`config.mk`:
```
export PLATFORM = sky130hd
export DESIGN_NAME = mru_history_list_unit_flat
export DESIGN_NICKNAME = d
export VERILOG_FILES = /design/src/rtl/mhl_pkg.sv /design/src/rtl/mhl_stream_if.sv /design/src/rtl/mru_history_list_unit.sv /design/src/rtl/mhl_entry_store.sv /design/src/flat_wrapper.sv
export SDC_FILE = /design/constraint.sdc
export NUM_CORES = 2
export LEC_CHECK = 0
export ABC_AREA = 1
export ABC_CLOCK_PERIOD_IN_PS = 8300
export BUFFER_PORTS_ARGS = -buffer_cell sky130_fd_sc_hd__buf_4
export CAP_MARGIN = 20
export CELL_PAD_IN_SITES_DETAIL_PLACEMENT = 2
export CELL_PAD_IN_SITES_GLOBAL_PLACEMENT = 2
export CORE_ASPECT_RATIO = 1.75
export CORE_MARGIN = 3
export CORE_UTILIZATION = 25
export DETAILED_ROUTE_END_ITERATION = 7
export GPL_ROUTABILITY_DRIVEN = 0
export GPL_TIMING_DRIVEN = 0
export PLACE_DENSITY = 0.45
export SETUP_SLACK_MARGIN = 0.5
export SYNTH_ARGS = -nofsm -noshare
export SYNTH_HDL_FRONTEND = slang
export SYNTH_SLANG_ARGS = --single-unit
```
`constraint.sdc`:
```
create_clock -name clk -period 8.3 [get_ports clk]
set_input_delay 0.83 -clock clk [delete_from_list [all_inputs] [get_ports clk]]
set_output_delay 0.83 -clock clk [all_outputs]
set_load 0.03 [all_outputs]
```
`src/rtl/mhl_pkg.sv`:
```
// Shared types and constants for the MRU history list unit.
// No dependencies; compiled first.
package mhl_pkg;

    localparam int DEPTH_DEFAULT = 32;
    localparam logic [5:0] MAX_ENTRIES_RESET = 6'd20;

    typedef enum logic [1:0] {
        FUNC_ADD   = 2'd0,
        FUNC_READ  = 2'd1,
        FUNC_CLEAR = 2'd2,
        FUNC_NOP   = 2'd3
    } func_t;

    typedef struct packed {
        func_t       func;
        logic [4:0]  index;
        logic [7:0]  driver_id;
        logic [7:0]  space;
        logic [11:0] channel_index;
        logic [15:0] service_id;
        logic [9:0]  service_number;
    } req_t;

    typedef struct packed {
        logic [7:0]  driver_id;
        logic [7:0]  space;
        logic [11:0] channel_index;
        logic [15:0] service_id;
        logic [9:0]  service_number;
    } entry_t;

    typedef struct packed {
        logic        entry_valid;
        logic [7:0]  out_driver;
        logic [7:0]  out_space;
        logic [11:0] out_channel;
        logic [15:0] out_service_id;
        logic [9:0]  out_service;
        logic        was_present;
        logic [4:0]  hit_position;
        logic        evicted;
        logic [5:0]  entry_count;
    } rsp_t;

endpackage

```
`src/rtl/mhl_stream_if.sv`:
```
// Valid/ready stream interface carrying one item of type T.
// No dependencies; the payload type is set where it is instantiated.
interface mhl_stream_if #(parameter type T = logic) ();
    logic valid;
    logic ready;
    T     data;

    modport source (output valid, output data, input ready);
    modport sink   (input valid, input data, output ready);
endinterface

```
`src/rtl/mru_history_list_unit.sv`:
```
// MRU history list unit: move-to-front list of keyed entries.
// Depends on mhl_pkg, mhl_stream_if and mhl_entry_store.
//
// Usage:
//   req  : valid/ready request items (add, read, clear, no-op).
//   rsp  : valid/ready result items, exactly one per request.
//   cfg_wr_en/cfg_wr_data : writes max_entries; write only while idle.
// Sequence per request (after it is accepted):
//   add   : the scan stops at the hit index, or at the entry count on a miss.
//           One memory read and one write per cycle: the scan compares entry
//           k while moving entry k-1 down into slot k.
//   read  : address, registered memory read, result.
//   clear, no-op : straight to the result.
// One request is in work at a time: req.ready returns with rsp.valid. A finished
// result sits in the output register until rsp.ready, and the next request may
// be accepted meanwhile; a second result waits in the sequencer until the output
// register frees.
// Reset: list empty (count 0), max_entries = 20, no result pending. The entry
// memory is not cleared; data read from positions at or above the count is never used.
module mru_history_list_unit
    import mhl_pkg::*;
#(
    parameter int DEPTH = DEPTH_DEFAULT
)
(
    input  logic       clk,
    input  logic       rst_n,
    mhl_stream_if.sink   req,
    mhl_stream_if.source rsp,
    input  logic       cfg_wr_en,
    input  logic [5:0] cfg_wr_data
);

    localparam int AW = (DEPTH > 1) ? $clog2(DEPTH) : 1;
    localparam int CW = $clog2(DEPTH + 1);
    localparam int TW = (CW + 1 > 6) ? CW + 1 : 6;
    localparam logic [TW-1:0] DEPTH_T = TW'(DEPTH);

    typedef enum logic [2:0] {
        S_IDLE,
        S_ADD_START,
        S_ADD_SCAN,
        S_READ_RD,
        S_READ_DATA,
        S_EMIT
    } state_t;

    state_t        state_reg, state_next;
    req_t          item_reg, item_next;
    logic [CW-1:0] count_reg, count_next;
    logic [CW-1:0] ptr_reg, ptr_next;
    entry_t        prev_reg, prev_next;
    rsp_t          res_reg, res_next;
    logic          out_valid_reg, out_valid_next;
    rsp_t          out_data_reg, out_data_next;
    logic [5:0]    max_entries_reg, max_entries_next;

    logic          st_rd_en;
    logic [AW-1:0] st_rd_addr;
    entry_t        st_rd_data;
    logic          st_wr_en;
    logic [AW-1:0] st_wr_addr;
    entry_t        st_wr_data;
    logic          st_key_hit;

    entry_t        new_entry;
    logic [TW-1:0] limit;
    logic [TW-1:0] total;
    logic [TW-1:0] ptr_inc;
    logic          evict;

    assign new_entry.driver_id      = item_reg.driver_id;
    assign new_entry.space          = item_reg.space;
    assign new_entry.channel_index  = item_reg.channel_index;
    assign new_entry.service_id     = item_reg.service_id;
    assign new_entry.service_number = item_reg.service_number;

    assign limit   = (TW'(max_entries_reg) > DEPTH_T) ? DEPTH_T : TW'(max_entries_reg);
    assign ptr_inc = TW'(ptr_reg) + TW'(1);

    mhl_entry_store #(
        .DEPTH (DEPTH)
    ) u_store (
        .clk     (clk),
        .rd_en   (st_rd_en),
        .rd_addr (st_rd_addr),
        .rd_data (st_rd_data),
        .wr_en   (st_wr_en),
        .wr_addr (st_wr_addr),
        .wr_data (st_wr_data),
        .key     (new_entry),
        .key_hit (st_key_hit)
    );

    always_comb
    begin
        state_next       = state_reg;
        item_next        = item_reg;
        count_next       = count_reg;
        ptr_next         = ptr_reg;
        prev_next        = prev_reg;
        res_next         = res_reg;
        out_valid_next   = out_valid_reg && !rsp.ready;
        out_data_next    = out_data_reg;
        max_entries_next = cfg_wr_en ? cfg_wr_data : max_entries_reg;
        st_rd_en         = 1'b0;
        st_rd_addr       = '0;
        st_wr_en         = 1'b0;
        st_wr_addr       = '0;
        st_wr_data       = prev_reg;
        total            = '0;
        evict            = 1'b0;

        case (state_reg)
            S_IDLE:
            begin
                if (req.valid)
                begin
                    item_next = req.data;
                    res_next  = '0;
                    case (req.data.func)
                        FUNC_ADD:   state_next = S_ADD_START;
                        FUNC_READ:  state_next = S_READ_RD;
                        FUNC_CLEAR:
                        begin
                            count_next = '0;
                            state_next = S_EMIT;
                        end
                        default:
                        begin
                            res_next.entry_count = 6'(count_reg);
                            state_next           = S_EMIT;
                        end
                    endcase
                end
            end

            S_ADD_START:
            begin
                st_rd_en   = 1'b1;
                ptr_next   = '0;
                state_next = S_ADD_SCAN;
            end

            S_ADD_SCAN:
            begin
                st_rd_en   = (ptr_inc < DEPTH_T);
                st_rd_addr = AW'(ptr_inc);
                if (ptr_reg == count_reg)
                begin
                    // miss: old last entry lands at count, or falls off a full list
                    st_wr_en   = (TW'(count_reg) < DEPTH_T);
                    st_wr_addr = AW'(count_reg);
                    st_wr_data = (count_reg == '0) ? new_entry : prev_reg;
                    total      = TW'(count_reg) + TW'(1);
                    evict      = (total > limit);
                    if (evict)
                    begin
                        total = total - TW'(1);
                    end
                    if (total > DEPTH_T)
                    begin
                        total = DEPTH_T;
                    end
                    count_next           = CW'(total);
                    res_next.evicted     = evict;
                    res_next.entry_count = 6'(total);
                    state_next           = S_EMIT;
                end
                else if (st_key_hit)
                begin
                    res_next.was_present  = 1'b1;
                    res_next.hit_position = 5'(ptr_reg);
                    if (ptr_reg != '0)
                    begin
                        st_wr_en   = 1'b1;
                        st_wr_addr = AW'(ptr_reg);
                        st_wr_data = prev_reg;
                        evict      = (TW'(count_reg) > limit);
                        if (evict)
                        begin
                            count_next = count_reg - CW'(1);
                        end
                        res_next.evicted     = evict;
                        res_next.entry_count = evict ? 6'(count_reg - CW'(1))
                                                     : 6'(count_reg);
                    end
                    else
                    begin
                        res_next.entry_count = 6'(count_reg);
                    end
                    state_next = S_EMIT;
                end
                else
                begin
                    st_wr_en   = 1'b1;
                    st_wr_addr = AW'(ptr_reg);
                    st_wr_data = (ptr_reg == '0) ? new_entry : prev_reg;
                    prev_next  = st_rd_data;
                    ptr_next   = ptr_reg + CW'(1);
                end
            end

            S_READ_RD:
            begin
                st_rd_en   = (TW'(item_reg.index) < DEPTH_T);
                st_rd_addr = AW'(item_reg.index);
                state_next = S_READ_DATA;
            end

            S_READ_DATA:
            begin
                if (TW'(item_reg.index) < TW'(count_reg))
                begin
                    res_next.entry_valid    = 1'b1;
                    res_next.out_driver     = st_rd_data.driver_id;
                    res_next.out_space      = st_rd_data.space;
                    res_next.out_channel    = st_rd_data.channel_index;
                    res_next.out_service_id = st_rd_data.service_id;
                    res_next.out_service    = st_rd_data.service_number;
                end
                res_next.entry_count = 6'(count_reg);
                state_next           = S_EMIT;
            end

            S_EMIT:
            begin
                if (!out_valid_reg || rsp.ready)
                begin
                    out_valid_next = 1'b1;
                    out_data_next  = res_reg;
                    state_next     = S_IDLE;
                end
            end

            default: state_next = S_IDLE;
        endcase
    end

    always_ff @(posedge clk or negedge rst_n)
    begin
        if (!rst_n)
        begin
            state_reg       <= S_IDLE;
            count_reg       <= '0;
            ptr_reg         <= '0;
            out_valid_reg   <= 1'b0;
            max_entries_reg <= MAX_ENTRIES_RESET;
        end
        else
        begin
            state_reg       <= state_next;
            item_reg        <= item_next;
            count_reg       <= count_next;
            ptr_reg         <= ptr_next;
            prev_reg        <= prev_next;
            res_reg         <= res_next;
            out_valid_reg   <= out_valid_next;
            out_data_reg    <= out_data_next;
            max_entries_reg <= max_entries_next;
        end
    end

    assign req.ready = (state_reg == S_IDLE);
    assign rsp.valid = out_valid_reg;
    assign rsp.data  = out_data_reg;

    a_count_bound: assert property (@(posedge clk) disable iff (!rst_n)
        TW'(count_reg) <= DEPTH_T)
        else $error("entry count above depth");

    a_scan_ptr: assert property (@(posedge clk) disable iff (!rst_n)
        (state_reg == S_ADD_SCAN) |-> (ptr_reg <= count_reg))
        else $error("scan pointer past entry count");

    a_write_scan_only: assert property (@(posedge clk) disable iff (!rst_n)
        st_wr_en |-> (state_reg == S_ADD_SCAN))
        else $error("memory write outside add scan");

    a_one_in_work: assert property (@(posedge clk) disable iff (!rst_n)
        (req.valid && req.ready) |=> !req.ready)
        else $error("second item taken while one is in work");

    a_valid_read_count: assert property (@(posedge clk) disable iff (!rst_n)
        (rsp.valid && rsp.data.entry_valid) |-> (rsp.data.entry_count != 6'd0))
        else $error("valid read from an empty list");

endmodule

```
`src/rtl/mhl_entry_store.sv`:
```
// Entry memory of the MRU list: one write port, one registered read port,
// and the key comparator on the read data. Depends on mhl_pkg.
module mhl_entry_store
    import mhl_pkg::*;
#(
    parameter int DEPTH = DEPTH_DEFAULT,
    localparam int AW = (DEPTH > 1) ? $clog2(DEPTH) : 1
)
(
    input  logic          clk,
    input  logic          rd_en,
    input  logic [AW-1:0] rd_addr,
    output entry_t        rd_data,
    input  logic          wr_en,
    input  logic [AW-1:0] wr_addr,
    input  entry_t        wr_data,
    input  entry_t        key,
    output logic          key_hit
);

    entry_t mem [DEPTH];
    entry_t rd_data_reg;

    always_ff @(posedge clk)
    begin
        if (wr_en)
        begin
            mem[wr_addr] <= wr_data;
        end
        if (rd_en)
        begin
            rd_data_reg <= mem[rd_addr];
        end
    end

    assign rd_data = rd_data_reg;

    // payload (service_number) is not part of the key
    assign key_hit = (rd_data_reg.driver_id     == key.driver_id)     &&
                     (rd_data_reg.space         == key.space)         &&
                     (rd_data_reg.channel_index == key.channel_index) &&
                     (rd_data_reg.service_id    == key.service_id);

endmodule

```
`src/flat_wrapper.sv`:
```
// flat-port wrapper written by rule: the top's interface ports become plain ports
module mru_history_list_unit_flat import mhl_pkg::*;
#(
    parameter int DEPTH = DEPTH_DEFAULT
)
  (clk, rst_n, cfg_wr_en, cfg_wr_data, req_valid, req_data, req_ready, rsp_valid, rsp_data, rsp_ready);
  mhl_stream_if #(.T(req_t)) req_i ();
  mhl_stream_if #(.T(rsp_t)) rsp_i ();
  input  logic clk;
  input  logic rst_n;
  input  logic cfg_wr_en;
  input  logic [5:0] cfg_wr_data;
  input wire logic [$bits(req_i.valid)-1:0] req_valid;
  input wire logic [$bits(req_i.data)-1:0] req_data;
  output wire logic [$bits(req_i.ready)-1:0] req_ready;
  output wire logic [$bits(rsp_i.valid)-1:0] rsp_valid;
  output wire logic [$bits(rsp_i.data)-1:0] rsp_data;
  input wire logic [$bits(rsp_i.ready)-1:0] rsp_ready;
  assign req_i.valid = req_valid;
  assign req_i.data = req_data;
  assign req_ready = req_i.ready;
  assign rsp_valid = rsp_i.valid;
  assign rsp_data = rsp_i.data;
  assign rsp_i.ready = rsp_ready;
  mru_history_list_unit #(.DEPTH(DEPTH)) u_core (.clk(clk), .rst_n(rst_n), .req(req_i), .rsp(rsp_i), .cfg_wr_en(cfg_wr_en), .cfg_wr_data(cfg_wr_data));
endmodule
```
==> results.sh <==
export IMPL_status="finished, final reports clean"
export IMPL_route_detailed_drc=0
export IMPL_start_kind="flip-flop"
export IMPL_cp_startpoint="u_core.u_store.rd_data[25]"
export IMPL_drtIter0Drc=3736
export IMPL_ys_types=42
export IMPL_fin_util_pct=30.5
export IMPL_place_detailed_hpwl_mm=277
export IMPL_postCtsResizedCells=0
export IMPL_dr_wl_met3_mm=11.9
export IMPL_wl_per_cell_um=32.7
export IMPL_grt_first_pass_wirelength_mm=513
export IMPL_worst_slew_pin_slew_ns=1.20
export IMPL_holdPathStages=1
export IMPL_first_global_vias=61700
export IMPL_grt_max_degree=33
export IMPL_postRouteAntennaNets=0
export IMPL_p_leak_nw=32.1
export IMPL_end_kind="flip-flop"
export IMPL_initial_core_util_pct=25.2
export IMPL_r2r_slack_ns=1.82
export IMPL_synth_top_area_share_pct=73.8
export IMPL_crit_buf_inv=3
export IMPL_drive_gt1_share_pct=12.7
export IMPL_clock_tree_root_cell="clkbuf_16"
export IMPL_gr_usage_all_layers_pct=22.0
export IMPL_period_minus_slack_ns=6.48
export IMPL_synth_ff_latch_count=2053
export IMPL_die_h_um=767
export IMPL_r2r_cells=15
export IMPL_ios=142
export IMPL_max_freq_mhz=154
export IMPL_viasPerCell=4.86
export IMPL_slowest_stage="nor2_1"
export IMPL_rsz0062_at_grt="no"
export IMPL_core_um2=328000
export IMPL_worstSetupPathType="flip-flop to flip-flop"
export IMPL_finalPower_mw=34.5
export IMPL_die_area_um2=338000
export IMPL_wl_met1_mm=141
export IMPL_synthesis_nets=6557
export IMPL_routed_top_layer="met5"
export IMPL_p_per_area_nw_per_um2=345
export IMPL_cts_buffer_depth=4
export IMPL_synth_seq_area_share_pct=74.5
export IMPL_area_growth_pct=21.3
export IMPL_io_buffer_count=140
export IMPL_whs_ns=0.106
export IMPL_synth_area_leaders="edfxtp_1 74%, nor2_1 6.7%, o21ai_0 4.8%"
export IMPL_met2_length_mm=205
export IMPL_syn_area_per_cell_um2=12.8
export IMPL_endpoint="u_core.u_store.mem[16][48]"
export IMPL_slew_limit_headroom_pct=19.6
export IMPL_skew_ns=0.0365
export IMPL_post_route_period_util_pct=78.0
export IMPL_largest_reg_flops=1728
export IMPL_drv_slew=0
export IMPL_critPathArrivalTime_ns=7.04
export IMPL_critPathMaxStageDelay_ns=1.04
export IMPL_hp_class="input port to flip-flop"
export IMPL_synthTopCellsByCount="2031 x edfxtp_1, 1480 x nor2_1, 792 x o21ai_0, 436 x o211ai_1, 312 x nand3_1"
export IMPL_drt_wl_total_mm=377
export IMPL_drv_cap=0
export IMPL_cts_clk_slew_worst_paths_ns=0.06
export IMPL_dr_pass1_iters=7
export IMPL_r2r_end="u_core.u_store.mem[16][48]"
export IMPL_synth_async_sr_flop_share_pct=1.07
export IMPL_path_delay_family="simple AND/OR/NAND/NOR gates"
export IMPL_vias=56100
export IMPL_ys_warnings_count=0
export IMPL_setup_viol=0
export IMPL_synth_main_ff_cell="edfxtp_1"
export IMPL_worst_path_most_repeated_cell="nand2_1"
export IMPL_numCtsBuffers=222
export IMPL_hold_violations=0
export IMPL_path_depth=15
export IMPL_syn_instance_count=6464
export IMPL_synth_area_um2=82600
export IMPL_synth_top_cell_by_area="edfxtp_1"
export IMPL_ir_drop_uv=156
export IMPL_final_net_count=7098
export IMPL_rows=278
export IMPL_rr_startpoint="u_core.u_store.rd_data[25]"
export IMPL_synth_most_common_cell="edfxtp_1"
export IMPL_h_tree_depth=4
export IMPL_die_x_um=441
export IMPL_crit_path_cell_trace="xnor2_1 -> nand2_1 -> nor2_1 -> nand2_1 -> nor2_1 -> nand4_1 -> nand2_2 -> nand2_1 -> nand2_1 -> o21ai_0 -> inv_1 -> nand2_1 -> nor2_4 -> buf_12 -> buf_12"
export IMPL_clk_latency_ns=0.90
export IMPL_worstPathRequired_ns=8.87
export IMPL_overflow=0
export IMPL_path_max_fanout=22
export IMPL_cts_sinks=2053
export IMPL_cts_tree="done"
export IMPL_synth_enable_flop_cells=2031
export IMPL_grt_antenna_before_repair=44
==> power by group <==
group	leakage (nW)	total [mW]	switching, mW	internal [mW]
Sequential	18.6	13.3	0.325	13.0
Clock	3.34	9.91	4.37	5.54
Combinational	10.2	11.3	8.64	2.70
==> cells by family (layout without fill, tap and decap cells) <==
logic type      count (synthesis)  after routing  synth area share [%]
simple gates                 2144           2144                  10.4
flops                        2053           2053                  74.5
compound gates               1624           1624                  11.5
buf+inv                       602           1309                  3.10
fa+ha+maj                      21             21                 0.318
xor+xnor                       17             17                 0.180
mux                             3              3                0.0409
other cells                     0             25                     0
==> worst reg2reg max path: stages (launching register included) <==
cell and delay (ns):
edfxtp_1 0.83, xnor2_1 0.19, nand2_1 0.20, nor2_1 0.16
nand2_1 0.33, nor2_1 1.04, nand4_1 0.64, nand2_2 0.44
nand2_1 0.13, nand2_1 0.07, o21ai_0 0.15, inv_1 0.12
nand2_1 0.44, nor2_4 0.84, buf_12 0.28, buf_12 0.25
==> repair_timing <==
| action | in CTS | in global routing |
|---|---|---|
| hold endpoints to repair | 20 | 0 |
| hold buffers | 1 | 0 |
| buffers inserted | 0 | 0 |
==> worst min-delay path by stage <==
stage	startpoint	endpoint	slack [ns]
floorplan	u_core.res_reg[0]	u_core.rsp.data[0]	0.40
global placement	u_core.res_reg[67]	u_core.rsp.data[67]	0.40
detailed placement	u_core.res_reg[0]	u_core.rsp.data[0]	0.41
CTS	req_data[11]	u_core.item_reg[11]	0.01
global route	req_data[15]	u_core.item_reg[15]	0.05
finish	req_data[11]	u_core.item_reg[11]	0.11
==> placed cells by master, fill, tap and decap left out, types with 16 or more instances in the layout <==
cell / n
a21oi_1: 18
a22oi_1: 53
buf_1: 16
buf_12: 123
buf_2: 174
buf_4: 166
buf_8: 21
bufinv_16: 20
clkbuf_1: 265
clkbuf_16: 224
clkinv_1: 51
clkinv_2: 29
dfrtp_1: 20
diode_2: 25
edfxtp_1: 2031
ha_1: 21
inv_1: 168
nand2_1: 309
nand3_1: 312
nand4_1: 29
nor2_1: 1447
nor2_4: 34
o211ai_1: 436
o21a_1: 54
o21ai_0: 746
o21ai_1: 252
o21ai_4: 48
==> cell type report <==
type / instances / area (µm²)
inverters: 184 / 698
clock buffers: 281 / 5820
plain buffers: 418 / 1870
diodes: 25 / 62.6
clock inverters: 109 / 1040
repair buffers: 317 / 4380
flip-flops and latches: 2053 / 61500
fillers: 34600 / 228000
well taps: 4340 / 5430
multi-input cells: 3809 / 19400
==> stage by stage <==
step	instance area, µm²	setup TNS (ns)	cells	setup slack (ns)
after floorplan	82600	0	6464	1.14
after detailed placement	93300	0	11100	1.84
final	100000	0	11500	1.82
after CTS	100000	0	11500	1.81
after global placement	89100	-8297.66	10900	-7.60
after global routing	100000	0	11500	1.76
==> routing by layer <==
metal  GRT usage [%]  vias up
li1                -    24800
met1            24.3    29700
met2            41.8     1042
met3            2.26      525
met4            9.60        4
met5               0        -
Power figures use the tool's default switching activity.
